[src/hw/rtl/gst_pkg.sv]
// ----------------------------------------------------------------------------
// gst_pkg
// Shared widths, register indexes and the group descriptor type.
// ----------------------------------------------------------------------------
package gst_pkg;

    localparam int MAX_GROUP = 64;
    localparam int DATA_W    = 24;
    localparam int TH_W      = 23;
    localparam int GS_W      = 7;
    localparam int CNT_W     = 7;
    localparam int SUM_W     = 53;
    localparam int NORM_W    = 27;
    localparam int FACT_W    = 17;
    localparam int IDX_W     = 6;
    localparam int ADDR_W    = IDX_W + 1;
    localparam int BUF_DEPTH = 2 * MAX_GROUP;
    localparam int CFG_IDX_W = 2;
    localparam int CFG_W     = 23;

    localparam logic [CFG_IDX_W-1:0] REG_THRESHOLD  = 2'd0;
    localparam logic [CFG_IDX_W-1:0] REG_GROUP_SIZE = 2'd1;

    typedef struct packed {
        logic [SUM_W-1:0] sum;
        logic [CNT_W-1:0] cnt;
        logic             bank;
    } desc_t;

endpackage

[src/hw/rtl/gst_front.sv]
// ----------------------------------------------------------------------------
// gst_front
// Accepts elements, writes them to the current buffer bank and accumulates
// the sum of squares; hands each completed group to the queue.
// ----------------------------------------------------------------------------
module gst_front import gst_pkg::*; (
    input  logic                     clk,
    input  logic                     rst_n,
    input  logic                     in_valid,
    output logic                     in_ready,
    input  logic signed [DATA_W-1:0] value,
    input  logic [GS_W-1:0]          group_size,
    input  logic                     q_full,
    output logic                     push,
    output desc_t                    push_desc,
    output logic                     buf_we,
    output logic [ADDR_W-1:0]        buf_waddr,
    output logic [DATA_W-1:0]        buf_wdata
);

    logic [CNT_W-1:0] fill_reg, fill_next;
    logic [SUM_W-1:0] sum_reg, sum_next;
    logic             bank_reg, bank_next;

    logic [DATA_W-1:0]   mag;
    logic [2*DATA_W-1:0] sq;
    logic [SUM_W-1:0]    sum_add;
    logic [CNT_W-1:0]    cnt_add;
    logic [CNT_W-1:0]    eff_size;
    logic                accept;
    logic                done;

    assign in_ready = !q_full;
    assign accept   = in_valid && in_ready;

    always_comb
    begin
        if (group_size == '0)
            eff_size = CNT_W'(1);
        else if (group_size > CNT_W'(MAX_GROUP))
            eff_size = CNT_W'(MAX_GROUP);
        else
            eff_size = group_size;
    end

    assign mag     = value[DATA_W-1] ? DATA_W'(-value) : DATA_W'(value);
    assign sq      = mag * mag;
    assign sum_add = sum_reg + SUM_W'(sq);
    assign cnt_add = fill_reg + CNT_W'(1);
    assign done    = cnt_add >= eff_size;

    assign buf_we    = accept;
    assign buf_waddr = {bank_reg, fill_reg[IDX_W-1:0]};
    assign buf_wdata = value;

    assign push           = accept && done;
    assign push_desc.sum  = sum_add;
    assign push_desc.cnt  = cnt_add;
    assign push_desc.bank = bank_reg;

    always_comb
    begin
        fill_next = fill_reg;
        sum_next  = sum_reg;
        bank_next = bank_reg;
        if (accept)
        begin
            if (done)
            begin
                fill_next = '0;
                sum_next  = '0;
                bank_next = !bank_reg;
            end
            else
            begin
                fill_next = cnt_add;
                sum_next  = sum_add;
            end
        end
    end

    always_ff @(posedge clk or negedge rst_n)
    begin
        if (!rst_n)
        begin
            fill_reg <= '0;
            sum_reg  <= '0;
            bank_reg <= 1'b0;
        end
        else
        begin
            fill_reg <= fill_next;
            sum_reg  <= sum_next;
            bank_reg <= bank_next;
        end
    end

endmodule

[config.mk]
export PLATFORM = sky130hd
export DESIGN_NAME = gst_front
export DESIGN_NICKNAME = d
export VERILOG_FILES = /design/src/hw/rtl/gst_pkg.sv /design/src/hw/rtl/gst_front.sv
export SDC_FILE = /design/constraint.sdc
export NUM_CORES = 1
export LEC_CHECK = 0
export ABC_AREA = 1
export BUFFER_PORTS_ARGS = -buffer_cell sky130_fd_sc_hd__buf_4
export CAP_MARGIN = 5
export CORE_UTILIZATION = 43
export DETAILED_ROUTE_END_ITERATION = 8
export GPL_ROUTABILITY_DRIVEN = 0
export MAX_ROUTING_LAYER = met4
export PLACE_DENSITY = 0.63
export SLEW_MARGIN = 20
export SYNTH_ARGS = -nofsm -noshare
export SYNTH_HDL_FRONTEND = slang
export SYNTH_SLANG_ARGS = --single-unit
[constraint.sdc]
create_clock -name clk -period 13.25 [get_ports clk]
set_clock_uncertainty 0.15 [all_clocks]
set_input_delay 1.325 -clock clk [delete_from_list [all_inputs] [get_ports clk]]
set_output_delay 1.325 -clock clk [all_outputs]
set_load 0.05 [all_outputs]
**Word-level counts from Yosys, hierarchy flattened**

Cells that the tools add are included.

- Flip-flop bits (word level): 61
- Logic and storage cells: 20
- Output and inout port bits: 95

- Multiplexer cells: 5
- $mul: 1
- $add $sub $neg: 3
- Reduce and logical (&&, ||, !) cells: 6
- Magnitude comparators: 2

Operators with widths:

| kind | count |
|---|---|
| $add A53 B48 Y53 | 1 |
| $mux W53 | 1 |
| $mul A24 B24 Y48 | 1 |
| $mux W24 | 1 |
| $neg A24 Y24 | 1 |
| $mux W7 | 3 |
| $add A7 B1 Y7 const B | 1 |
| $ge A7 B7 Y1 | 1 |
| $gt A7 B7 Y1 const B | 1 |
| $logic_not A7 Y1 | 1 |
| $logic_and A1 B1 Y1 | 2 |
| $logic_not A1 Y1 | 2 |
| $reduce_and A2 Y1 | 1 |

**Depth between registers and ports, before layout**

- Depth in word-level cells: 5
- Depth in mapped cells: 42
- Gate-level depth less buffers: 40

**Least setup slack after synthesis**

No wires, ideal clock.

- Path kind: input to output
- From: input port value[0]
- To: output port push_desc[42] (netlist name)
- Data arrival time: 8.645 ns
- Data required time: 11.775 ns
- Slack: 3.130 ns
- Path buffers: 3
- Cell stages on the path: 38
- Path through: buf_6 -> inv_6 -> clkbuf_1 -> ha_1 -> nand2_1 -> nor2_2 -> nand2_2 -> nand2_4 -> nand2_1 -> nand2_1 -> inv_1 -> nor2_4 -> buf_2 -> nand2_1 -> fa_1 -> inv_1 -> fa_1 -> inv_1 -> [... 2 more ...] -> fa_1 -> inv_1 -> fa_1 -> inv_1 -> fa_1 -> inv_1 -> fa_1 -> inv_1 -> ha_1 -> nand2_1 -> inv_1 -> nand2_1 -> nor3_1 -> nand2_1 -> nand2_1 -> nand2_1 -> nand2_1 -> xor2_1

RTL lines:

| what | RTL line | text |
|---|---|---|
| start, declared | gst_front.sv:11 | `input logic signed [DATA_W-1:0] value,` |
| end, declared | gst_front.sv:15 | `output desc_t push_desc,` |

==> results.md <==
* Status: finished, final reports clean
* # resized after CTS at 0
* Tightest Hold Check Type: flip-flop to flip-flop
* Worst EP arrival at around 9800 ps
* Worst path depth at 35
* Avg WL per Cell at around 18 um
* DRT antenna net count at 0
* Synth top area share at 0.410
* Critical Path RT at about 12000 ps
* Worst r2r path cells at 17
* Final setup vio count at 0
* Synth cell count leaders: inv_1 (903), nand2_1 (676), fa_1 (467), nor2_1 (227), ha_1 (186)
* Clk sinks at slightly above 60
* Placed Instances at around 3700
* Cell mode on critical path: nand2_1
* FILL cells at 5138
* Worst slew margin at 0.406
* Synth Register Bits at 61
* Synthesized cell area at roughly 23000 um2
* Most frequent cell after synthesis: inv_1
* RSZ-0062 raised after global routing: false
* Min Tclk post-route at 11290 ps
* Synth warnings at 0
* Total CTS buffers at 9
* Max Fanout on Critical Path at 16
* Largest register FFs at 53
* Worst Setup Start Kind: primary input
* CTS H-tree lvls at 3
* GRT overflow at 0
* Vias at between 15000 and 20000
* Layout cell share with drive strength beyond 1 at 0.0687
* FMAX at between 0.08 and 0.09 GHz
* Initial antenna violation count at 0
* DR vias/cell at around 4.9
* Die W at roughly 230 um
* Area of the die at 53900 um2
* Netlist cell types at 50
* Ys async rst share at 1.00
* Clock root cell: clkbuf_16
* Clk buf depth at 2
* Post-Syn Area per Cell at about 7.7 um2
* I/O pins at 130
* Setup TNS Final at 0 ps
* Area contributors post-synth: fa_1 (41%), inv_1 (15%), nand2_1 (11%)
* Crit path buf inv count at 11
* Register area at roughly 1500 um2
* Largest net degree at the start of global routing at 62
* CP peak stage delay at ~700 ps
* Final hold viol count at 0
* Ys flop type: dfrtp_1
* DR iter-0 viols at 1446
* Tcrit/Tclk final at 0.852
* Core footprint at ~52000 um2
* Layout Utilization at 0.473
* First-pass GRT wire length at 108000 um
* Site row count at 83
* ANT cells at 0
* Slew Limit Fails at 0
* Layout Cells excl Fill at 3721
* Max-cap violations at 0
* Worst-Margin Slew at just under 900 ps
* # DRC at 0
* CP top delay family: adder cells
* Post-DP HPWL at 57000 um
* Starting Density at 0.440
* Vias in the first global route at 19400
* Hold depth at 2
* Cells after synthesis at 2953
* WHS at 328 ps
* Die height at approximately 230 um
* Drt pass-1 iters at 5
* CP Class: primary input to primary output
* Area growth syn-to-layout at 7.64%
* Setup crit end kind: primary output
* Hold-fix buffers, CTS at 0
* Area of the multi-input gates at 17300 um2
* CTS tree: done
* Worst-Skew Late Latency at 360 ps
* Post-Route WL at between 60000 and 70000 um
* Sequential area share after synthesis at 0.0670
* Worst-path clk slew at approximately 60 ps
* EDFF count, synth at 0
* Dominant cell type by area after synthesis: fa_1
* GR Util All Layers at 0.270
* NumNets Final at roughly 3700
* Slowest cell on the critical path: clkinv_1
* Post-CTS setup buffer count at 0
* IO buf count at between 100 and 150
through the flow:
step	worst slack, ps	cell area [um2]
floorplan	3130	22800
detailed placement	2110	24200
global placement	2170	24200
CTS	2070	24500
global route	1650	24500
finish	1960	24500
worst paths after layout:
kind                                         start                       to  slack [ps]
setup / recovery                          value[0]            push_desc[46]        1960
hold / removal             sum_reg[42]$_DFFE_PN0P_  sum_reg[42]$_DFFE_PN0P_         330
setup reg to reg           sum_reg[12]$_DFFE_PN0P_  sum_reg[32]$_DFFE_PN0P_        8330
hold reg to reg            sum_reg[42]$_DFFE_PN0P_  sum_reg[42]$_DFFE_PN0P_         330
max in group asynchronous                    rst_n   sum_reg[0]$_DFFE_PN0P_       11430
min in group asynchronous                    rst_n  sum_reg[43]$_DFFE_PN0P_         940
worst reg2reg max path, delay by kind of cell, from the launching register on:
family                   cells  cell delay [ps]
adder cells (fa/ha/maj)      5             2520
AND/OR/NAND/NOR              8             1110
flip-flops                   1              460
XOR/XNOR                     1              340
AO/OA/AOI/OAI                1              170
buffers and inverters        2              110
logic make-up after synthesis:
group | count (synthesis) | synth area share
simple gates | 1089 | 0.199
buf+inv | 1002 | 0.176
fa+ha+maj | 653 | 0.512
compound gates | 103 | 0.0286
flops | 61 | 0.0670
xor+xnor | 43 | 0.0172
other cells | 2 | 0.000330
layout by cell type, fill, tap and decap left out, types with 37 or more instances in the layout:
cell and n:
a21oi_1 41, nor2_1 226, xor2_1 37, nand3_1 82, buf_4 144, inv_1 903, ha_1 186, nand2_1 674
dfrtp_1 61, fa_1 467
cell type report:
| class | count | area share |
|---|---|---|
| timing repair buffer | 144 | 0.0441 |
| sequential | 61 | 0.0622 |
| clock inverter | 4 | 0.00194 |
| multi-input combinational | 1906 | 0.706 |
| tap | 680 | 0.0347 |
| clock buffer | 11 | 0.0103 |
| inverter | 915 | 0.140 |
layer usage:
layer,vias up,part of all wire,track usage
li1,8528,-,-
met1,9106,0.44,0.370
met2,697,0.47,0.414
met3,83,0.076,0.0432
met4,0,0.023,0.0695
met5,-,0,-
Power is left out: the tool's default activity adds up to more than one toggle a clock period on the data nets, which glitch-free logic cannot reach.
