<file path="config.mk">
export PLATFORM = sky130hd
export DESIGN_NAME = gst_back
export DESIGN_NICKNAME = d
export VERILOG_FILES = /design/src/hw/rtl/gst_pkg.sv /design/src/hw/rtl/gst_back.sv
export SDC_FILE = /design/constraint.sdc
export NUM_CORES = 2
export LEC_CHECK = 0
export BUFFER_PORTS_ARGS = -buffer_cell sky130_fd_sc_hd__buf_2
export CAP_MARGIN = 20
export CORE_MARGIN = 5
export CORE_UTILIZATION = 55
export CTS_CLUSTER_SIZE = 8
export DETAILED_ROUTE_END_ITERATION = 8
export GPL_TIMING_DRIVEN = 0
export MAX_ROUTING_LAYER = met4
export PLACE_DENSITY_LB_ADDON = 0.12
export SYNTH_ARGS = -nofsm -noshare
export SYNTH_HDL_FRONTEND = slang
export SYNTH_SLANG_ARGS = --single-unit
</file>
<file path="constraint.sdc">
create_clock -name clk -period 9.81 [get_ports clk]
set_clock_uncertainty 0.15 [all_clocks]
set_input_delay 0.4905 -clock clk [delete_from_list [all_inputs] [get_ports clk]]
set_output_delay 0.4905 -clock clk [all_outputs]
set_load 0.05 [all_outputs]
</file>
<file path="src/hw/rtl/gst_pkg.sv">
// ----------------------------------------------------------------------------
// gst_pkg
// Shared widths, register indexes and the group descriptor type.
// ----------------------------------------------------------------------------
package gst_pkg;

    localparam int MAX_GROUP = 64;
    localparam int DATA_W    = 24;
    localparam int TH_W      = 23;
    localparam int GS_W      = 7;
    localparam int CNT_W     = 7;
    localparam int SUM_W     = 53;
    localparam int NORM_W    = 27;
    localparam int FACT_W    = 17;
    localparam int IDX_W     = 6;
    localparam int ADDR_W    = IDX_W + 1;
    localparam int BUF_DEPTH = 2 * MAX_GROUP;
    localparam int CFG_IDX_W = 2;
    localparam int CFG_W     = 23;

    localparam logic [CFG_IDX_W-1:0] REG_THRESHOLD  = 2'd0;
    localparam logic [CFG_IDX_W-1:0] REG_GROUP_SIZE = 2'd1;

    typedef struct packed {
        logic [SUM_W-1:0] sum;
        logic [CNT_W-1:0] cnt;
        logic             bank;
    } desc_t;

endpackage

</file>
<file path="src/hw/rtl/gst_back.sv">
// ----------------------------------------------------------------------------
// gst_back
// Per group: bit-serial square root, restoring division for the shrink
// factor, then reads back each element and scales it.
// ----------------------------------------------------------------------------
module gst_back import gst_pkg::*; (
    input  logic                     clk,
    input  logic                     rst_n,
    input  logic [TH_W-1:0]          threshold,
    input  logic                     q_valid,
    input  desc_t                    head,
    output logic                     pop,
    output logic                     buf_re,
    output logic [ADDR_W-1:0]        buf_raddr,
    input  logic [DATA_W-1:0]        buf_rdata,
    output logic                     out_valid,
    input  logic                     out_ready,
    output logic signed [DATA_W-1:0] scaled,
    output logic                     last
);

    localparam logic [2:0] ST_IDLE = 3'd0;
    localparam logic [2:0] ST_SQRT = 3'd1;
    localparam logic [2:0] ST_DIV  = 3'd2;
    localparam logic [2:0] ST_READ = 3'd3;
    localparam logic [2:0] ST_LOAD = 3'd4;
    localparam logic [2:0] ST_HOLD = 3'd5;

    logic [2:0]        st_reg, st_next;
    logic [SUM_W-1:0]  rem_reg, rem_next;
    logic [SUM_W-1:0]  res_reg, res_next;
    logic [SUM_W-1:0]  bit_reg, bit_next;
    logic [NORM_W:0]   drem_reg, drem_next;
    logic              dlow_reg, dlow_next;
    logic [4:0]        step_reg, step_next;
    logic [FACT_W-1:0] fact_reg, fact_next;
    logic [IDX_W-1:0]  k_reg, k_next;
    logic signed [DATA_W-1:0] scaled_reg, scaled_next;
    logic              last_reg, last_next;

    logic [SUM_W:0]      trial;
    logic [NORM_W-1:0]   norm;
    logic [NORM_W-1:0]   diff;
    logic [NORM_W:0]     shifted;
    logic signed [DATA_W+FACT_W:0] prod;
    logic signed [DATA_W+FACT_W:0] rnd;
    logic                is_last;

    assign trial   = {1'b0, res_reg} + {1'b0, bit_reg};
    assign norm    = res_reg[NORM_W-1:0];
    assign diff    = norm - NORM_W'(threshold);
    assign shifted = {drem_reg[NORM_W-1:0], (step_reg == '0) ? dlow_reg : 1'b0};
    assign prod    = $signed(buf_rdata) * $signed({1'b0, fact_reg});
    assign rnd     = (prod + (DATA_W+FACT_W+1)'(32768)) >>> 16;
    assign is_last = ({1'b0, k_reg} + CNT_W'(1)) == head.cnt;

    assign buf_re    = st_reg == ST_READ;
    assign buf_raddr = {head.bank, k_reg};
    assign out_valid = st_reg == ST_HOLD;
    assign scaled    = scaled_reg;
    assign last      = last_reg;
    assign pop       = out_valid && out_ready && last_reg;

    always_comb
    begin
        st_next     = st_reg;
        rem_next    = rem_reg;
        res_next    = res_reg;
        bit_next    = bit_reg;
        drem_next   = drem_reg;
        dlow_next   = dlow_reg;
        step_next   = step_reg;
        fact_next   = fact_reg;
        k_next      = k_reg;
        scaled_next = scaled_reg;
        last_next   = last_reg;
        unique case (st_reg)
            ST_IDLE:
            begin
                if (q_valid)
                begin
                    rem_next = head.sum;
                    res_next = '0;
                    bit_next = SUM_W'(1) << (SUM_W - 1);
                    k_next   = '0;
                    st_next  = ST_SQRT;
                end
            end
            ST_SQRT:
            begin
                if (bit_reg != '0)
                begin
                    if (trial <= {1'b0, rem_reg})
                    begin
                        rem_next = rem_reg - trial[SUM_W-1:0];
                        res_next = (res_reg >> 1) + bit_reg;
                    end
                    else
                    begin
                        res_next = res_reg >> 1;
                    end
                    bit_next = bit_reg >> 2;
                end
                else if (norm == '0 || NORM_W'(threshold) >= norm)
                begin
                    fact_next = '0;
                    st_next   = ST_READ;
                end
                else
                begin
                    // quotient fits 17 bits: seed remainder with the top dividend bits
                    drem_next = (NORM_W+1)'(diff >> 1);
                    dlow_next = diff[0];
                    step_next = '0;
                    fact_next = '0;
                    st_next   = ST_DIV;
                end
            end
            ST_DIV:
            begin
                if (shifted >= {1'b0, norm})
                begin
                    drem_next = shifted - {1'b0, norm};
                    fact_next = {fact_reg[FACT_W-2:0], 1'b1};
                end
                else
                begin
                    drem_next = shifted;
                    fact_next = {fact_reg[FACT_W-2:0], 1'b0};
                end
                step_next = step_reg + 5'd1;
                if (step_reg == 5'(FACT_W - 1))
                    st_next = ST_READ;
            end
            ST_READ:
            begin
                st_next = ST_LOAD;
            end
            ST_LOAD:
            begin
                scaled_next = rnd[DATA_W-1:0];
                last_next   = is_last;
                st_next     = ST_HOLD;
            end
            ST_HOLD:
            begin
                if (out_ready)
                begin
                    if (last_reg)
                        st_next = ST_IDLE;
                    else
                    begin
                        k_next  = k_reg + IDX_W'(1);
                        st_next = ST_READ;
                    end
                end
            end
            default:
            begin
                st_next = ST_IDLE;
            end
        endcase
    end

    always_ff @(posedge clk)
    begin
        rem_reg    <= rem_next;
        res_reg    <= res_next;
        bit_reg    <= bit_next;
        drem_reg   <= drem_next;
        dlow_reg   <= dlow_next;
        step_reg   <= step_next;
        fact_reg   <= fact_next;
        k_reg      <= k_next;
        scaled_reg <= scaled_next;
    end

    always_ff @(posedge clk or negedge rst_n)
    begin
        if (!rst_n)
        begin
            st_reg   <= ST_IDLE;
            last_reg <= 1'b0;
        end
        else
        begin
            st_reg   <= st_next;
            last_reg <= last_next;
        end
    end

endmodule

</file>
# == Yosys cells after proc, flatten, opt, wreduce, memory -nomap -nowiden ==
# Cells that the tools add are included.
# op_classes
n_addsub,9
multipliers,1
magnitude_cmp,3
eq_ne,15
n_mux,33
n_bitwise,2
reduce_logical,17
# ops
op,n
53-bit two-way mux,8
53-bit case mux with 2 select lines,3
27-bit two-way mux,3
53-bit by 53-bit adder with 54-bit output,1
54-bit by 53-bit less-or-equal comparator with 1-bit output,1
27-bit case mux with 2 select lines,1
52-bit by 53-bit adder with 53-bit output,1
53-bit nonzero test,1
53-bit subtractor,1
"40-bit by 17-bit adder with 40-bit output, second input constant",1
24-bit by 18-bit multiplier with 40-bit output,1
17-bit case mux with 2 select lines,1
28-bit by 27-bit greater-or-equal comparator with 1-bit output,1
23-bit by 27-bit greater-or-equal comparator with 1-bit output,1
27-bit zero test,1
27-bit by 23-bit subtractor with 27-bit output,1
27-bit subtractor,1
6-bit two-way mux,3
3-bit case mux with 6 select lines,1
17-bit two-way mux,1
"2-bit inequality test, second input constant",7
3-bit two-way mux,4
6-bit case mux with 2 select lines,1
4-bit AND reduction,3
21 further kinds,32
# totals
regBits,243
inputBits,112
output_inout_bits,35
wordCells,91

# == Depth between registers and ports, before layout ==
# depth
ltp_word,5
ltp_mapped,28
mapped_depth_nobuf,25

# == Worst setup path before layout ==
# OpenSTA, ideal clock, no wires.
# synth_path
path_kind,flip-flop to flip-flop
start,register res_reg[16]
end,"register rem_reg[0], enable pin"
setup_ns,0.545
arrival_ns,8.577
t_required_ns,9.115
setup_slack_ns,0.538
path_stages_with_launch,24
path_buffers,3
period_less_slack_ns,9.272
path_cell_list,edfxtp_1 -> ha_1 -> buf_2 -> nand4_1 -> nor3_1 -> a311oi_1 -> a21boi_2 -> o21a_2 -> o31ai_2 -> a21oi_2 -> o21ai_1 -> buf_2 -> nand2_1 -> mux2i_1 -> a221oi_1 -> ha_1 -> a211oi_1 -> or4b_1 -> nor4_1 -> a21oi_1 -> a21oi_1 -> o21ai_1 -> buf_2 -> a21boi_0
# synth_between
elab_chain_cells,4
# synth_rtl
item,line_no,rtl
"start, declared",gst_back.sv:31,"logic [SUM_W-1:0] res_reg, res_next;"
"start signal, assigned",gst_back.sv:168,res_reg <= res_next;
53-bit by 53-bit adder with 54-bit output,gst_back.sv:49,"assign trial = {1'b0, res_reg} + {1'b0, bit_reg};"
54-bit by 53-bit less-or-equal comparator with 1-bit output,gst_back.sv:93,"if (trial <= {1'b0, rem_reg})"
2-bit inequality test (no source line),--,
4-bit AND reduction (no source line),--,
"end signal, assigned",gst_back.sv:167,rem_reg <= rem_next;
"end, declared",gst_back.sv:30,"logic [SUM_W-1:0] rem_reg, rem_next;"
# No other way between the ends.
# A chain may end at the register's enable or synchronous reset.

# == Worst setup path after layout ==
# layout_path
start,register fact_reg[4]
end,"register scaled_reg[23], in the netlist scaled[23] (data pin)"
# layout_between
elab_chain_cells,2
# layout_rtl
item,line_no,rtl
"start, declared",gst_back.sv:36,"logic [FACT_W-1:0] fact_reg, fact_next;"
"start signal, assigned",gst_back.sv:173,fact_reg <= fact_next;
24-bit by 18-bit multiplier with 40-bit output,gst_back.sv:53,"assign prod = $signed(buf_rdata) * $signed({1'b0, fact_reg});"
40-bit by 17-bit adder with 40-bit output,gst_back.sv:54,assign rnd = (prod + (DATA_W+FACT_W+1)'(32768)) >>> 16;
via rnd[23],gst_back.sv:46,logic signed [DATA_W+FACT_W:0] rnd;
"end signal, assigned",gst_back.sv:175,scaled_reg <= scaled_next;
"end, declared",gst_back.sv:38,"logic signed [DATA_W-1:0] scaled_reg, scaled_next;"
# The timed path passes the listed nets, and every way through them passes these cells.

==> run metrics <==
multiplexer share of the synthesized area=0.0111; Multi-input gate area=24300 sq um; vias in the first global route=27700; H-tree lvl count=2; Placed Instances=4719; Post-Synth Simple-Gate Area=0.162; post-synthesis compound-gate area fraction=0.133; Initial DRC Count=1797; via count=27100; CTS tree=yes; Worst-Margin Slew=1070 ps; Final ANT Viol Nets=0; drt pass-1 iters=6; GRT Residual Overflow=0; register area share after synthesis=0.192; Worst Setup Path Type=flip-flop to flip-flop; final critical-path share of the clock period=0.811; register area=6500 sq um; adder and majority gate portion of the synthesized area=0.354; DIE AREA=66500 sq um; Setup crit end kind=flip-flop; worst-skew pair later-pin latency=570 ps; post-route insts no fill=4780; Detailed Place HPWL=77100 um; clk buf depth=3; post-layout util=0.607; yosys warns=0; IO buf count=145; I/O Pins=147; RSZ-0062 raised after global routing=false; Worst-path clk slew=60 ps; Die Wd=258 um; Overall Global Routing Usage=0.290; Net Count, Synth=4618; Synth cell types=83; Peak Freq=0.126 GHz; Setup-failing EPs final=0; Hold Slack=47.0 ps; Final GP Congestion=0.941; Routed WL per cell=19.7 um; number of flops mapped to enable cells by yosys=213; first-pass GRT wire length=149000 um; fin. max-slew vios=0; area of the mapped netlist=33800 sq um; mean post-synth cell area=8.93 sq um; CORE AREA=60600 sq um; Vias/cell=5.68; ys async rst share=0.0184; Hold Path Class=primary input to flip-flop; layout cells sized above 1=0.0701; TritonCTS Sinks=217; Initial Utilization=0.558; Nets=4809; Max Cap Viol=0; Design Area, Final=36800 sq um; WP data required=9950 ps; outcome=finished, final reports clean; initial antenna violation count=2; postcts setup bufs=0; routed wire length=94400 um; Hold Vio Cnt, Final=0; TritonCTS Buffers=35; synthesis-to-layout area growth=8.82%; Filler cells=5485; dominant synthesized flop cell=edfxtp_1; main combinational cell family by area after synthesis=adder cells; Setup crit start kind=flip-flop; Critical Path Fanout Max=10; crit path time final=7950 ps; root buffer cell=clkbuf_16; cells after synthesis=3784; post-synthesis register bit count=217; largest net degree at the start of global routing=28; Cell Rows=90; Area after DPL=35700 sq um; Die Y=258 um; DR DRC count=0; xor and xnor area share after synthesis=0.0586; crit path DAT=8090 ps; Rel. slew slack=0.287
## path summary, 6_finish.rpt
| check | from | to | slack [ps] | cells after the start |
|---|---|---|---|---|
| max | fact_reg[4] | scaled[23] | 1860 | 23 |
| min | head[42] | rem_reg[34] | 50 | 3 |
| max reg2reg | fact_reg[4] | scaled[23] | 1860 | 23 |
| min reg2reg | drem_reg[25] | drem_reg[26] | 460 | 2 |
| max in group asynchronous | rst_n | st_reg[2] | 9260 | 2 |
| min in group asynchronous | rst_n | last | 110 | 2 |
## stage by stage
stage	TNS, ps	setup WS [ps]
2_1_floorplan	0	538
3_3_place_gp	-204040	-3850
3_5_place_dp	0	1740
4_1_cts	0	1850
5_1_grt	0	1460
6_report	0	1860
## timing repair
item / CTS / global route
gates resized for setup: 0 / 0
endpoints found under the hold margin: 4 / 0
hold buffers: 1 / 0
## worst max-delay path, cell delays in order (launching register included)
cell and delay, ps:
edfxtp_1 630, clkbuf_1 570, nand2_1 160, fa_1 520, fa_1 530, fa_1 560
inv_1 70, fa_1 480, fa_1 490, inv_1 50, fa_1 520, inv_1 40
ha_1 370, a21oi_1 190, o21ai_0 140, o21bai_1 150, a21boi_0 450, o21a_1 310
or2_2 190, a21oi_1 160, a41o_1 330, o41a_1 350, a21oi_1 180, xnor2_1 100
## layout make-up
| type | count | share of cell area |
|---|---|---|
| antenna | 2 | 0.000136 |
| sequential | 217 | 0.177 |
| clock buffer | 53 | 0.0270 |
| tap | 782 | 0.0266 |
| clock inverter | 5 | 0.00184 |
| timing repair buffer | 154 | 0.0246 |
| multi-input combinational | 2783 | 0.662 |
| buffer | 139 | 0.0152 |
| inverter | 645 | 0.0658 |
## routing by layer
| metal | GRT usage | vias to the layer above | part of all wire |
|---|---|---|---|
| met1 | 0.362 | 13100 | 0.41 |
| met4 | 0.119 | 0 | 0.049 |
| met5 | - | - | 0 |
| met2 | 0.475 | 921 | 0.47 |
| met3 | 0.0477 | 254 | 0.069 |
| li1 | - | 12900 | - |
## placed cells by master, fill, tap and decap left out, types with 42 or more instances in the layout
master,instances
buf_2,166
nand2_1,372
a211oi_1,42
inv_1,645
xnor2_1,154
a21oi_1,164
ha_1,331
and2_1,267
nor2_1,184
clkbuf_1,124
a21o_1,67
fa_1,391
nand4_1,43
edfxtp_1,213
xor2_1,72
o21bai_1,42
a31oi_1,52
o21ai_0,150
and3_1,47
## synth_stat cells (all sizes together) (5+ instances only)
library cell	number	area share
inv	645	0.072
fa	391	0.23
nand2	372	0.041
ha	331	0.12
and2	267	0.049
edfxtp	213	0.19
nor2	186	0.021
a21oi	167	0.025
o21ai	164	0.024
xnor2	154	0.040
clkbuf	111	0.012
xor2	72	0.019
a21o	67	0.015
a31oi	55	0.011
and3	48	0.0090
a211oi	43	0.0097
nand4	43	0.0080
o21bai	42	0.0093
nor3	40	0.0061
nand3	36	0.0053
mux2i	33	0.0098
nor2b	30	0.0056
o21a	30	0.0067
buf	28	0.0042
nand2b	23	0.0043
nor4	22	0.0041
a31o	19	0.0049
o31ai	18	0.0050
or3	14	0.0026
a21boi	13	0.0030
o211ai	9	0.0021
or2	9	0.0017
o221ai	7	0.0020
a211o	6	0.0016
a22oi	5	0.0011
o22ai	5	0.00093
o41ai	5	0.0015
## kinds of logic (layout without fill, tap and decap cells)
kind of cell	count (synthesis)	after routing
AO/OA/AOI/OAI	690	690
other	0	2
flip-flops	217	217
adder cells (fa/ha/maj)	722	722
AND/OR/NAND/NOR	1108	1108
multiplexers	37	37
buffers and inverters	784	996
XOR/XNOR	226	226
Power is left out: the tool's default activity adds up to more than one toggle a clock period on the data nets, which glitch-free logic cannot reach.
