## config.mk

```make
export PLATFORM = sky130hd
export DESIGN_NAME = gst_queue
export DESIGN_NICKNAME = d
export VERILOG_FILES = /design/src/hw/rtl/gst_pkg.sv /design/src/hw/rtl/gst_queue.sv
export SDC_FILE = /design/constraint.sdc
export NUM_CORES = 1
export LEC_CHECK = 0
export ABC_AREA = 0
export BUFFER_PORTS_ARGS = -buffer_cell sky130_fd_sc_hd__buf_2
export CAP_MARGIN = 30
export CORE_MARGIN = 5
export CORE_UTILIZATION = 36
export CTS_BUF_LIST = sky130_fd_sc_hd__clkbuf_16
export CTS_CLUSTER_SIZE = 10
export DETAILED_ROUTE_END_ITERATION = 10
export GPL_TIMING_DRIVEN = 0
export RECOVER_POWER = 25
export SLEW_MARGIN = 20
export SYNTH_ARGS = -nofsm -noshare
export SYNTH_HDL_FRONTEND = slang
export SYNTH_SLANG_ARGS = --single-unit
```

## constraint.sdc

```tcl
create_clock -name clk -period 3.4 [get_ports clk]
set_input_delay 0.68 -clock clk [delete_from_list [all_inputs] [get_ports clk]]
set_output_delay 0.68 -clock clk [all_outputs]
set_load 0.02 [all_outputs]
```

## src/hw/rtl/gst_pkg.sv

```systemverilog
// ----------------------------------------------------------------------------
// gst_pkg
// Shared widths, register indexes and the group descriptor type.
// ----------------------------------------------------------------------------
package gst_pkg;

    localparam int MAX_GROUP = 64;
    localparam int DATA_W    = 24;
    localparam int TH_W      = 23;
    localparam int GS_W      = 7;
    localparam int CNT_W     = 7;
    localparam int SUM_W     = 53;
    localparam int NORM_W    = 27;
    localparam int FACT_W    = 17;
    localparam int IDX_W     = 6;
    localparam int ADDR_W    = IDX_W + 1;
    localparam int BUF_DEPTH = 2 * MAX_GROUP;
    localparam int CFG_IDX_W = 2;
    localparam int CFG_W     = 23;

    localparam logic [CFG_IDX_W-1:0] REG_THRESHOLD  = 2'd0;
    localparam logic [CFG_IDX_W-1:0] REG_GROUP_SIZE = 2'd1;

    typedef struct packed {
        logic [SUM_W-1:0] sum;
        logic [CNT_W-1:0] cnt;
        logic             bank;
    } desc_t;

endpackage

```

## src/hw/rtl/gst_queue.sv

```systemverilog
// ----------------------------------------------------------------------------
// gst_queue
// Two-entry queue of group descriptors between front and back.
// ----------------------------------------------------------------------------
module gst_queue import gst_pkg::*; (
    input  logic       clk,
    input  logic       rst_n,
    input  logic       push,
    input  desc_t      push_desc,
    input  logic       pop,
    output desc_t      head,
    output logic       q_valid,
    output logic       q_full,
    output logic [1:0] level
);

    desc_t      ent_reg [2];
    logic       wp_reg, wp_next;
    logic       rp_reg, rp_next;
    logic [1:0] lvl_reg, lvl_next;

    assign head    = ent_reg[rp_reg];
    assign q_valid = lvl_reg != 2'd0;
    assign q_full  = lvl_reg == 2'd2;
    assign level   = lvl_reg;

    always_comb
    begin
        wp_next  = push ? !wp_reg : wp_reg;
        rp_next  = pop ? !rp_reg : rp_reg;
        lvl_next = lvl_reg + 2'(push) - 2'(pop);
    end

    always_ff @(posedge clk)
    begin
        if (push)
        begin
            ent_reg[wp_reg] <= push_desc;
        end
    end

    always_ff @(posedge clk or negedge rst_n)
    begin
        if (!rst_n)
        begin
            wp_reg  <= 1'b0;
            rp_reg  <= 1'b0;
            lvl_reg <= '0;
        end
        else
        begin
            wp_reg  <= wp_next;
            rp_reg  <= rp_next;
            lvl_reg <= lvl_next;
        end
    end

endmodule

```

## Word level (Yosys, flattened, before mapping)

Memories as Yosys holds them, arrays and structs flattened.
Index checks and enable logic that the tools add are counted.

- Flip-flop bits (word level): 4
- Latch bits: 0
- RAM bits: 122
- Memory bits (read-only): 0
- Input bits: 65
- Output and inout bits: 65
- Memories: 1

Memories:

| name | words | bits a word | read ports | clocked after Yosys merged registers in | wr ports | line | source |
|---|---|---|---|---|---|---|---|
| ent_reg | 2 | 61 | 1 | 0 | 1 | gst_queue.sv:17 | `desc_t ent_reg [2];` |

- Add/sub/neg operators: 2
- Multipliers: 0
- Div/mod/pow operators: 0
- $lt $le $gt $ge: 0
- Equality and inequality tests: 1
- Shift-type cells: 0
- Mux-type cells: 2
- Bitwise operators: 0
- Reductions and logical operators: 3

Operator list:

| operator | count |
|---|---|
| adder 2 x 1 -> 2 bit | 1 |
| equality test 2 bit (second input constant) | 1 |
| logical NOT 1 bit | 2 |
| two-way mux 1 bit | 2 |
| nonzero test 2 bit | 1 |
| subtractor 2 x 1 -> 2 bit | 1 |

## Logic depth before layout (Yosys ltp)

Gate-level depths: netlist of the first run.

- Word-level depth: 2
- Gate-level depth with buffers: 5
- Gate-level depth less buffers: 5

## Worst setup path after synthesis of the first run

OpenSTA, ideal clock, no wires.

- Path kind: input port to flip-flop
- From: input port push
- To: memory ent_reg[0][0] (netlist name) (enable)
- Arrival: 3366 ps
- Data required time: 2913 ps
- Path slack: -454 ps
- Stages on the path: 1
- Buffers on the path: 0
- Path through: nor2b_1

- Word-level cells in the longest chain between the ends: 2

Ends and longest elaborated chain:

| item | line | source |
|---|---|---|
| from (decl) | gst_queue.sv:8 | `input logic push,` |
| two-way mux 1 bit | gst_queue.sv:36 | `if (push)` |
| two-way mux 1 bit (not written as such) | gst_queue.sv:38 | `ent_reg[wp_reg] <= push_desc;` |
| to (decl) | gst_queue.sv:17 |  |

Every way passes these cells.

==> results of run 1 <==
## layout by cell type (no fill, tap or decap), drive strengths merged
master,count
buf,130
edfxtp,122
mux2,61
clkbuf,26
clkinv,8
inv,7
dfrtp,4
xor2,2
ha,2
bufinv,2
nor2b,2
xor3,1
or2,1
and2,1
## worst max-delay path, cell delays in order, from the launching register on
cell and delay [ns]:
sky130_fd_sc_hd__dfrtp_1 0.33, sky130_fd_sc_hd__buf_6 0.20, sky130_fd_sc_hd__buf_12 0.17, sky130_fd_sc_hd__mux2_4 0.31, sky130_fd_sc_hd__buf_2 0.16
## layout make-up
type | instances | area (um2)
plain buffers | 7 | 131
clock buffers | 17 | 425
clock inverters | 15 | 115
fillers | 1144 | 6920
inverters | 2 | 7.51
multi-input cells | 70 | 1010
flip-flops and latches | 126 | 3760
well taps | 176 | 220
repair buffers | 132 | 702
## final timing paths
check	cells past startpoint	endpoint	slack (ns)
min in group clk	1	ent_reg[0][22]	0.47
setup reg to reg	2	ent_reg[0][37]	1.80
setup / recovery	4	head[39]	1.15
max in group asynchronous	1	rp_reg	3.10
hold / removal	1	level[0]	0.11
hold reg to reg	1	wp_reg	0.55
## metrics by stage
step	cell area [um2]	hold WS, ns	std cells	setup TNS [ns]	util (%)
finish	6370	0.106	545	0	47.9
global route	6370	0.112	545	0	47.9
CTS	6390	0.0587	545	0	48.0
detailed placement	5850	0.496	513	0	44.0
global placement	5770	0.486	510	-37.57	43.4
floorplan	4900	0.384	205	0	-
## report_power, final
| group | internal [W] | total (W) | switching, W | leakage (nW) |
|---|---|---|---|---|
| Combinational | 0.000986 | 0.00206 | 0.00108 | 1.13 |
| Clock | 0.00105 | 0.00163 | 0.000583 | 0.289 |
| Sequential | 0.00206 | 0.00215 | 0.0000812 | 1.19 |
## per-layer routing
layer | share of wire [%] | GRT usage [%] | up-vias
li1 | - | - | 1117
met1 | 42 | 13.1 | 1150
met2 | 48 | 17.0 | 87
met3 | 9.0 | 6.39 | 7
met4 | 1.1 | 3.60 | 0
met5 | 0 | 0 | -
## logic make-up after synthesis
group / after synthesis / share of synthesized area, %
DFF: 126 / 76.8
and+or+nand+nor: 4 / 0.511
buffers and inverters: 9 / 2.83
muxes: 61 / 18.5
adders and majority gates: 2 / 0.510
xor gates and xnor gates: 3 / 0.842
==> results summary, run 1 <==
The run finished with clean final reports. The fraction of post-synthesis cell area in the top cell type by area came out at 74.7%. The starting DRC count in detailed routing came out at 65.

The detailed-router iteration count before antenna repair came out at 4. After detailed routing, the number of vias per cell comes to 4.33. sky130_fd_sc_hd__edfxtp_1 takes more of the synthesized area than any other cell.

Of all nets on the critical path, the largest fanout is 10. The number of H-tree branching levels is 4. The clock period minus worst slack came out at 2.25 ns.

The largest clock skew in the final design is 0.00386 ns. In this run the remaining antenna-violating nets after routing total 0. The first-pass GRT wire length came out at 13.3 mm.

The worst min-delay path category is in -> async. The maximum buffer depth of the clock tree is 2. The cts-stage hold buffer count is 0.

The vias after detailed routing came out at 2361. The worst setup path is launched from a flop. For the worst-skew pair, the clock arrives at the later sink with an insertion delay of 0.40 ns. Routability-driven placement finished with a final weighted congestion of 0.665. Compared with the post-synthesis result, the final layout area differs by 30.0%. In this run the critical register-to-register path is launched from wp_reg. The initial standard-cell utilization of the core is 36.9%. For this run, the register share of the synthesized area comes to 76.8%. The number of synthesized flops with an enable pin came out at 122. The gate count after technology mapping came out at 205. The die covers 16100 um2. The max-capacitance violation count came out at 0. The area of the core is 13300 um2. The number of gates resized after cts came out at 0. The number of flip-flops under the largest register name came out at 122. The worst slew margin relative to its limit came out at 52.9%. By area the synthesized netlist is led by sky130_fd_sc_hd__edfxtp_1 75%, sky130_fd_sc_hd__mux2_4 18%, sky130_fd_sc_hd__buf_12 2.5%. The category of the worst setup path capture point is a primary output.

The number of I/O port buffers is 129. After synthesis, the most frequently instantiated cells are 122 x sky130_fd_sc_hd__edfxtp_1, 59 x sky130_fd_sc_hd__mux2_4, 6 x sky130_fd_sc_hd__buf_12, 4 x sky130_fd_sc_hd__dfrtp_1. The number of max-slew violations in the final report is 0. TritonCTS built the clock tree. Setup repair after global routing left no endpoint under its margin. The critical path is of the reg -> out type.

The number of setup buffers added after CTS is 0. The number of hold-slack violations in the final timing report came out at 0. The final routed DRC violation total is 0. The post-detailed-placement half-perimeter wirelength came out at 5.87 mm. The most critical setup path has its startpoint at rp_reg.

The required time of the critical path came out at 2.72 ns. The initial antenna violation count came out at 0. The mapped cell area is 4900 um2.

The share of flip-flops with an asynchronous set or reset is 3.17%. The number of nets in the finished design came out at 423. Entering global routing, the biggest net connects 33 pins.

For this run, the leading register cell type out of synthesis is sky130_fd_sc_hd__edfxtp_1. The total clock buffers created by CTS is 17. The remaining global-route overflow is 0. The fraction of the cycle the final worst path needs came out at 66.3%. Dividing total power by cell area gives a power density of 916 nW/um2. After clock tree synthesis, the clock-pin slew on the worst setup and hold paths is 0.05 ns. The total of warnings raised by yosys came out at 0.

The net count after synthesis is 272. The width of the chip is 127 um. The maximum clock frequency came out at 0.443 GHz. The setup-violating endpoint count in the final report came out at 0. The flip-flop and latch count after synthesis is 126.

The tree is rooted in a sky130_fd_sc_hd__clkbuf_16. The floorplan step set the die height to 127 um. The number of clock sinks seen by CTS came out at 126. The per-instance average area after synthesis is 23.9 um2. The via count of the first global-routing pass is 2549. The largest vdd supply drop came out at 0.000581 V.

At the worst endpoint, the arrival time is 1.57 ns. The most frequent cell after synthesis is sky130_fd_sc_hd__edfxtp_1. The total inserted antenna cells is 0.

The overall power after layout came out at 0.00584 W. The transition time at the pin with the least slew margin is 0.705 ns. The mean routed wirelength per cell came out at 15.7 um. The static leakage is 2.61 nW. The wire length reported by the detailed router is 8.54 mm. The number of primary I/O pins came out at 130.

The layout cell share with drive strength beyond 1 came out at 59.1%. The worst setup slack before clock tree synthesis is 1.34 ns. The count of standard-cell rows came out at 42. The post-synthesis cell type count came out at 13. The least setup slack across all paths after layout came out at 1.15 ns. In the global route stage, overall resource usage came out at 11.1%.
Power figures use the tool's default switching activity.
==> run 2, diff against run 1 <==
clock period = 2 ns   (was 3.4 ns; I/O delays follow)
==> run 2 against run 1 <==
Highest routed layer is now met5. Global-route usage up 0.64 points. First-iteration DRC count up 45%. Largest power group is now combinational logic. Register-to-register slack got worse by 1.3 ns. Wire length increased by 3.5%. Critical path type unchanged. Largest cell class unchanged. Critical endpoint is now head[2]. Worst setup slack lost 1.1 ns. Combinational power rose by 97%.
==> results summary, run 2 (synthesis gave the netlist of run 1 again) <==
The post-detailed-placement half-perimeter wirelength is 5.98 mm. The tool flagged a number of max-cap violations equal to 0. Power spread over the standard cell area amounts to 1570 nW/um2. The pin count of the biggest net entering global routing is 37. The number of hold-slack violations in the final timing report is 0. The vias after detailed routing came out at 2389. The overall global routing resource usage came out at 11.7%.

The kind of launch point of the worst setup path is a flop. The area added between synthesis and finish is 36.3%. The maximum buffer depth of the clock tree came out at 2. The total inserted antenna cells came out at 0. Input and output buffers added on the ports amount to 129.

The detailed-router iteration count before antenna repair is 4. The layout cell share with drive strength beyond 1 is 58.6%. The clock transition at the registers of the reported paths is 0.05 ns.

TritonCTS built the clock tree. The number of clock sinks seen by CTS is 126. The largest clock skew in the final design came out at 0.00396 ns.

For this run, the top clock speed supported by timing is 0.507 GHz. The path class of the tightest hold or removal check is in -> reg. Across all setup checks in the final design, the least slack found is 0.0285 ns. The critical path is of the reg -> out type.

The transition time at the pin with the least slew margin is 0.399 ns. The top cell types in the final layout, fill and taps aside, are 122 x sky130_fd_sc_hd__edfxtp_1, 78 x sky130_fd_sc_hd__buf_2, 59 x sky130_fd_sc_hd__mux2_4. The finished layout cell area is 6680 um2. After detailed routing, the average wire length per cell comes to 16.1 um. The initial standard-cell utilization of the core came out at 36.9%.

The number of fill cells is 1096. The worst setup slack before clock tree synthesis is 0.355 ns. Leaving out fill and tap cells, the most frequent cell in the layout is sky130_fd_sc_hd__edfxtp_1. The initial antenna violation count is 1.

The first-pass GRT wire length is 13.9 mm. The worst endpoint data arrival time is 1.57 ns. The area of the core is 13300 um2. The fraction of the cycle the final worst path needs came out at 98.6%. The worst slew margin relative to its limit came out at 73.4%. The maximum fanout along the worst path is 10. The total overflow left after global routing is 0.

The post-layout utilization of the core is 50.3%. The standard cell area after detailed placement is 5870 um2. The initialized floorplan defines 42 standard-cell rows. By instance count, the cell type seen most on the critical path is sky130_fd_sc_hd__buf_12.

The run finished with clean final reports. The number of nets in the finished design came out at 426. The width of the chip is 127 um.

The critical-path cell with the highest stage delay is sky130_fd_sc_hd__dfrtp_1. Setup repair after global routing could not meet its margin everywhere. The routability congestion estimate from global placement is 0.673. The mean number of vias per cell came out at 4.36. The number of H-tree branching levels came out at 4. The starting DRC count in detailed routing is 94. The number of primary I/O pins came out at 130. For this run, design rule violations remaining after detail routing come to 0. The count of nets left with antenna violations after detail routing is 0. The clock period minus worst slack came out at 1.97 ns.

The largest incremental delay on the critical path came out at 0.39 ns. The category of the worst setup path capture point is a primary output. Clock tree synthesis selected as its root buffer the cell sky130_fd_sc_hd__clkbuf_16.

The required time of the critical path came out at 1.60 ns. The vertical die dimension came out at 127 um. The number of clock buffers added by TritonCTS is 17. The final layout contains routed wiring with a total length of 8.84 mm. The critical path goes through buf_12 > buf_12 > mux2_4 > buf_2. The static leakage came out at 2.71 nW. The area enclosed by the die boundary is 16100 um2.

The largest vdd supply drop came out at 0.000949 V. The number of max-slew violations in the final report came out at 0. The slack of the worst reg-to-reg path came out at 0.50 ns.

The setup-violating endpoint count in the final report is 0. The register with the most flip-flops in the layout has 122 of them. The via count of the first global-routing pass came out at 2721. The clock latency of the later-clocked register in the worst-skew pair is 0.41 ns.
[run 2: cell types whose count changed in the layout (fill, tap and decap cells not counted)]
cell,previous run,this run
sky130_fd_sc_hd__buf_12,8,9
sky130_fd_sc_hd__buf_2,120,78
sky130_fd_sc_hd__clkinvlp_4,0,1
sky130_fd_sc_hd__clkinv_1,3,4
sky130_fd_sc_hd__buf_6,1,40
sky130_fd_sc_hd__buf_4,0,2
sky130_fd_sc_hd__buf_16,1,2
sky130_fd_sc_hd__clkbuf_1,9,10
sky130_fd_sc_hd__clkinv_2,5,3
sky130_fd_sc_hd__dlygate4sd3_1,0,1
[run 2: through the flow]
stage / hold WS, ns / instances / TNS [ns] / power (W)
finish: 0.177 / 548 / 0 / 0.0105
global route: 0.151 / 548 / -0.435 / 0.0110
CTS: 0.150 / 548 / -0.0346 / 0.0104
detailed placement: 0.209 / 514 / 0 / 0.00734
global placement: 0.208 / 510 / -43.03 / 0.00719
floorplan: 0.104 / 205 / 0 / 0.00628
[run 2: worst paths after layout]
check,from,to,cells after the start
max,rp_reg,head[2],4
min,push_desc[32],ent_reg[1][32],1
max reg2reg,wp_reg,ent_reg[0][44],3
min reg2reg,wp_reg,wp_reg,1
max in group asynchronous,rst_n,wp_reg,2
min in group asynchronous,rst_n,level[1],2
[run 2: worst max-delay path, delay by kind of cell (launching register included)]
family / cells / cell delay [ns]
buf+inv: 3 / 0.47
flops: 1 / 0.39
mux: 1 / 0.29
[run 2: layout make-up]
cell class	count	area (um2)	area share, %
Sequential cell	126	3760	56.3
Multi-Input combinational cell	70	1010	15.1
Timing Repair Buffer	135	998	14.9
Clock buffer	17	425	6.37
Tap cell	176	220	3.30
Buffer	7	140	2.10
Clock inverter	15	116	1.74
Inverter	2	7.51	0.112
[run 2: power by group]
part	total, W	switching, W	internal, W
registers	0.00365	0.000145	0.00351
clock network	0.00281	0.00103	0.00178
logic	0.00406	0.00192	0.00214
[run 2: timing repair]
| action | 4_1_cts | 5_1_grt |
|---|---|---|
| endpoints found under the hold margin | 4 | 0 |
| hold buffers | 1 | 0 |
| pin swaps | 0 | 0 |
| endpoints found under the setup margin | 59 | 57 |
| buffers inserted | 1 | 0 |
| gates resized for setup | 31 | 52 |
[run 2: metal layers]
metal | track usage, % | share of wire, % | vias to the layer above | wire, um
met5 | 0 | 0.23 | - | 20
met4 | 6.44 | 2.2 | 2 | 195
met3 | 5.59 | 8.7 | 18 | 768
met2 | 18.7 | 50 | 91 | 4440
met1 | 12.8 | 39 | 1159 | 3420
li1 | - | - | 1119 | -
==> run 3, diff against run 2 <==
==> constraint.sdc (replaced) <==
create_clock -name clk -period 1.98 [get_ports clk]
set_input_delay 0.297 -clock clk [delete_from_list [all_inputs] [get_ports clk]]
set_output_delay 0.297 -clock clk [all_outputs]
set_load 0.02 [all_outputs]
==> run 3 against run 2 <==
Wire length is 0.49% lower. Global-route usage about the same. Worst setup slack gained 0.076 ns. Total power is 4.1% lower. Worst hold slack worse by 0.10 ns. Largest power group is now registers.
==> results summary, run 3 (synthesis gave the netlist of run 1 again) <==
The flow ran to the end, and the final reports show no timing, DRC or antenna violations. The total inserted antenna cells came out at 0. The routability congestion estimate from global placement came out at 0.673. The count of buffers added by post-CTS timing repair for setup is 0.

The worst setup slack before clock tree synthesis is 0.438 ns. The critical path starts at rp_reg. The area growth from synthesis to layout is 30.6%. The critical-path cell with the highest stage delay is sky130_fd_sc_hd__dfrtp_1.

The slack of the worst reg-to-reg path is 0.49 ns. The vias after detailed routing came out at 2359. Grouping stages by cell kind, the critical path spends the most delay in buffers and inverters.

The number of flip-flops under the largest register name came out at 122. The worst slew margin relative to its limit came out at 73.5%. The kind of launch point of the worst setup path is a flop. The number of nets in the finished design is 425. The number of primary I/O pins is 130. The most common library cell in the layout ignoring fill and taps is sky130_fd_sc_hd__edfxtp_1. The beginning of the worst hold path is push_desc[32]. The transition time at the pin with the least slew margin came out at 0.398 ns. The width of the chip came out at 127 um.

The final routed DRC violation total came out at 0. The switching power share of the total is 30.0%. In this run the tool buffered the top-level ports with 129 buffer cells. The count of standard-cell rows came out at 42. The fraction of power consumed by the clock network came out at 28.0%. The worst endpoint data arrival time is 1.58 ns. The maximum clock frequency came out at 0.533 GHz. The required time of the critical path is 1.68 ns.

The fraction of the cycle the final worst path needs is 94.7%. After the flow finishes, the layout carries non-filler instances totaling 547. Hold is met by 0.0750 ns.

The initial antenna violation count came out at 1. The clock passes through at most 2 buffers. The vertical die dimension came out at 127 um.

The buffer and inverter count on the worst path came out at 3. The total clock buffers created by CTS is 17. The tightest min-delay check is of the in -> reg type. The endpoint of the worst hold path is ent_reg[1][32]. The first detailed-routing pass took 3 iterations. At the later pin of the worst-skew pair, clock insertion delay measures 0.41 ns.

In this run, the number of DRC markers left after iteration 0 of detailed routing was 92. In this run the critical register-to-register path is launched from wp_reg. Global routing used 11.7% of the available tracks across all layers. The clock net in this run drives a total of 126 sinks.

The max-capacitance violation count came out at 0. Setup repair after global routing left no endpoint under its margin. In this run the number of H-tree levels came out at 4. The library cells used most frequently in the layout, excluding fill and tap cells, are 122 x sky130_fd_sc_hd__edfxtp_1, 112 x sky130_fd_sc_hd__buf_2, 59 x sky130_fd_sc_hd__mux2_4. The mean number of vias per cell came out at 4.31. The area enclosed by the die boundary came out at 16100 um2. After routing, the total negative slack on setup checks comes to 0 ns. The endpoint identified for the worst register-to-register timing path is ent_reg[1][30].

Of the cells placed in the final design, the portion with a size suffix greater than 1 is 56.6%. Across the VDD grid, the largest voltage drop is 0.000955 V. The number of placed instances, taps included came out at 514. For this run, the slowest stage of the critical path takes 0.33 ns. In this run the power density over the cells is 1580 nW/um2. The number of hold-slack violations in the final timing report is 0. After layout, the minimum clock period comes to 1.88 ns. Per report_power, the combinational group accounts for 35.4% of the total. Setup violations remaining at the end of the flow were counted as 0. Summed over all nets, the half-perimeter wirelength after detailed placement is 5.98 mm. The area of the core came out at 13300 um2. The wire length reported by the detailed router came out at 8.80 mm. The largest clock skew in the final design came out at 0.00298 ns. Setup slack on the critical path of the routed design comes to 0.104 ns.

The classification of the worst setup path is reg -> out. For the worst flop-to-flop path, the logic depth is 2. The tree is rooted in a sky130_fd_sc_hd__clkbuf_16. Clock-pin slew was measured on the worst setup and hold paths at 0.05 ns. The remaining global-route overflow came out at 0. The maximum fanout along the worst path is 10. The reported net switching power came out at 0.00303 W. The internal power consumption came out at 0.00706 W. In the final routed layout, each cell accounts on average for 16.1 um. The number of max-slew violations in the final report is 0. The via count of the first global-routing pass came out at 2712.

The initial standard-cell utilization of the core is 36.9%. The static leakage is 2.60 nW. The first global-routing pass estimated 13.8 mm of wire. The critical path goes through buf_6 > buf_12 > mux2_4 > buf_2. The category of the worst setup path capture point is a primary output. The register share of total power came out at 36.5%. The count of nets left with antenna violations after detail routing is 0. The number of instances on the worst hold path came out at 1.

The pin count of the biggest net entering global routing came out at 37. TritonCTS built the clock tree.
[run 3: cell types whose count changed in the layout (fill, tap and decap cells not counted)]
cell and delta:
sky130_fd_sc_hd__buf_1 +1, sky130_fd_sc_hd__buf_6 -39, sky130_fd_sc_hd__clkbuf_1 +6, sky130_fd_sc_hd__buf_12 -1, sky130_fd_sc_hd__buf_2 +34, sky130_fd_sc_hd__buf_4 -2
[run 3: layout make-up]
cell class | instances | area [um2]
Buffer | 7 | 131
Clock buffer | 17 | 425
Clock inverter | 15 | 116
Fill cell | 1130 | 6890
Inverter | 2 | 7.51
Multi-Input combinational cell | 70 | 1010
Sequential cell | 126 | 3760
Tap cell | 176 | 220
Timing Repair Buffer | 134 | 729
[run 3: how the worst max path moves through the flow]
stage,cells past startpoint,endpoint,slack (ns)
2_1_floorplan,1,ent_reg[0][0],0.23
3_3_place_gp,2,ent_reg[0][30],-0.40
4_1_cts,4,head[22],0.05
3_5_place_dp,4,ent_reg[0][47],0.44
6_report,4,head[22],0.10
5_1_grt,4,head[39],0.03
[run 3: through the flow]
stage	util [%]	total power [W]	area (um2)
3_3_place_gp	43.5	0.00726	5780
4_1_cts	48.3	0.0103	6420
5_1_grt	48.2	0.0106	6400
3_5_place_dp	44.2	0.00742	5870
2_1_floorplan	-	0.00634	4910
6_report	48.2	0.0101	6400
[run 3: per-layer routing]
metal	wire [um]	global-route usage [%]
met1	3450	12.8
met3	768	5.55
met5	20	0
met2	4370	18.6
met4	194	6.44
[run 3: power by group through the flow]
| stage | Sequential, W | Combinational, W | Clock (W) |
|---|---|---|---|
| after global routing | 0.00373 | 0.00381 | 0.00306 |
| after floorplan | 0.00374 | 0.00260 | 0 |
| after CTS | 0.00369 | 0.00368 | 0.00292 |
| after detailed placement | 0.00374 | 0.00367 | 0 |
| final | 0.00369 | 0.00357 | 0.00283 |
| after global placement | 0.00374 | 0.00352 | 0 |
[run 3: worst register-to-register path, delay by kind of cell, from the launching register on]
kind	cells	cell delay, ns
buffers and inverters	1	0.29
DFF	1	0.43
and+or+nand+nor	1	0.44
[run 3: repair_timing]
action / 4_1_cts / 5_1_grt
hold endpoints to repair: 4 / 0
hold buffers: 1 / 0
gates resized for setup: 0 / 0
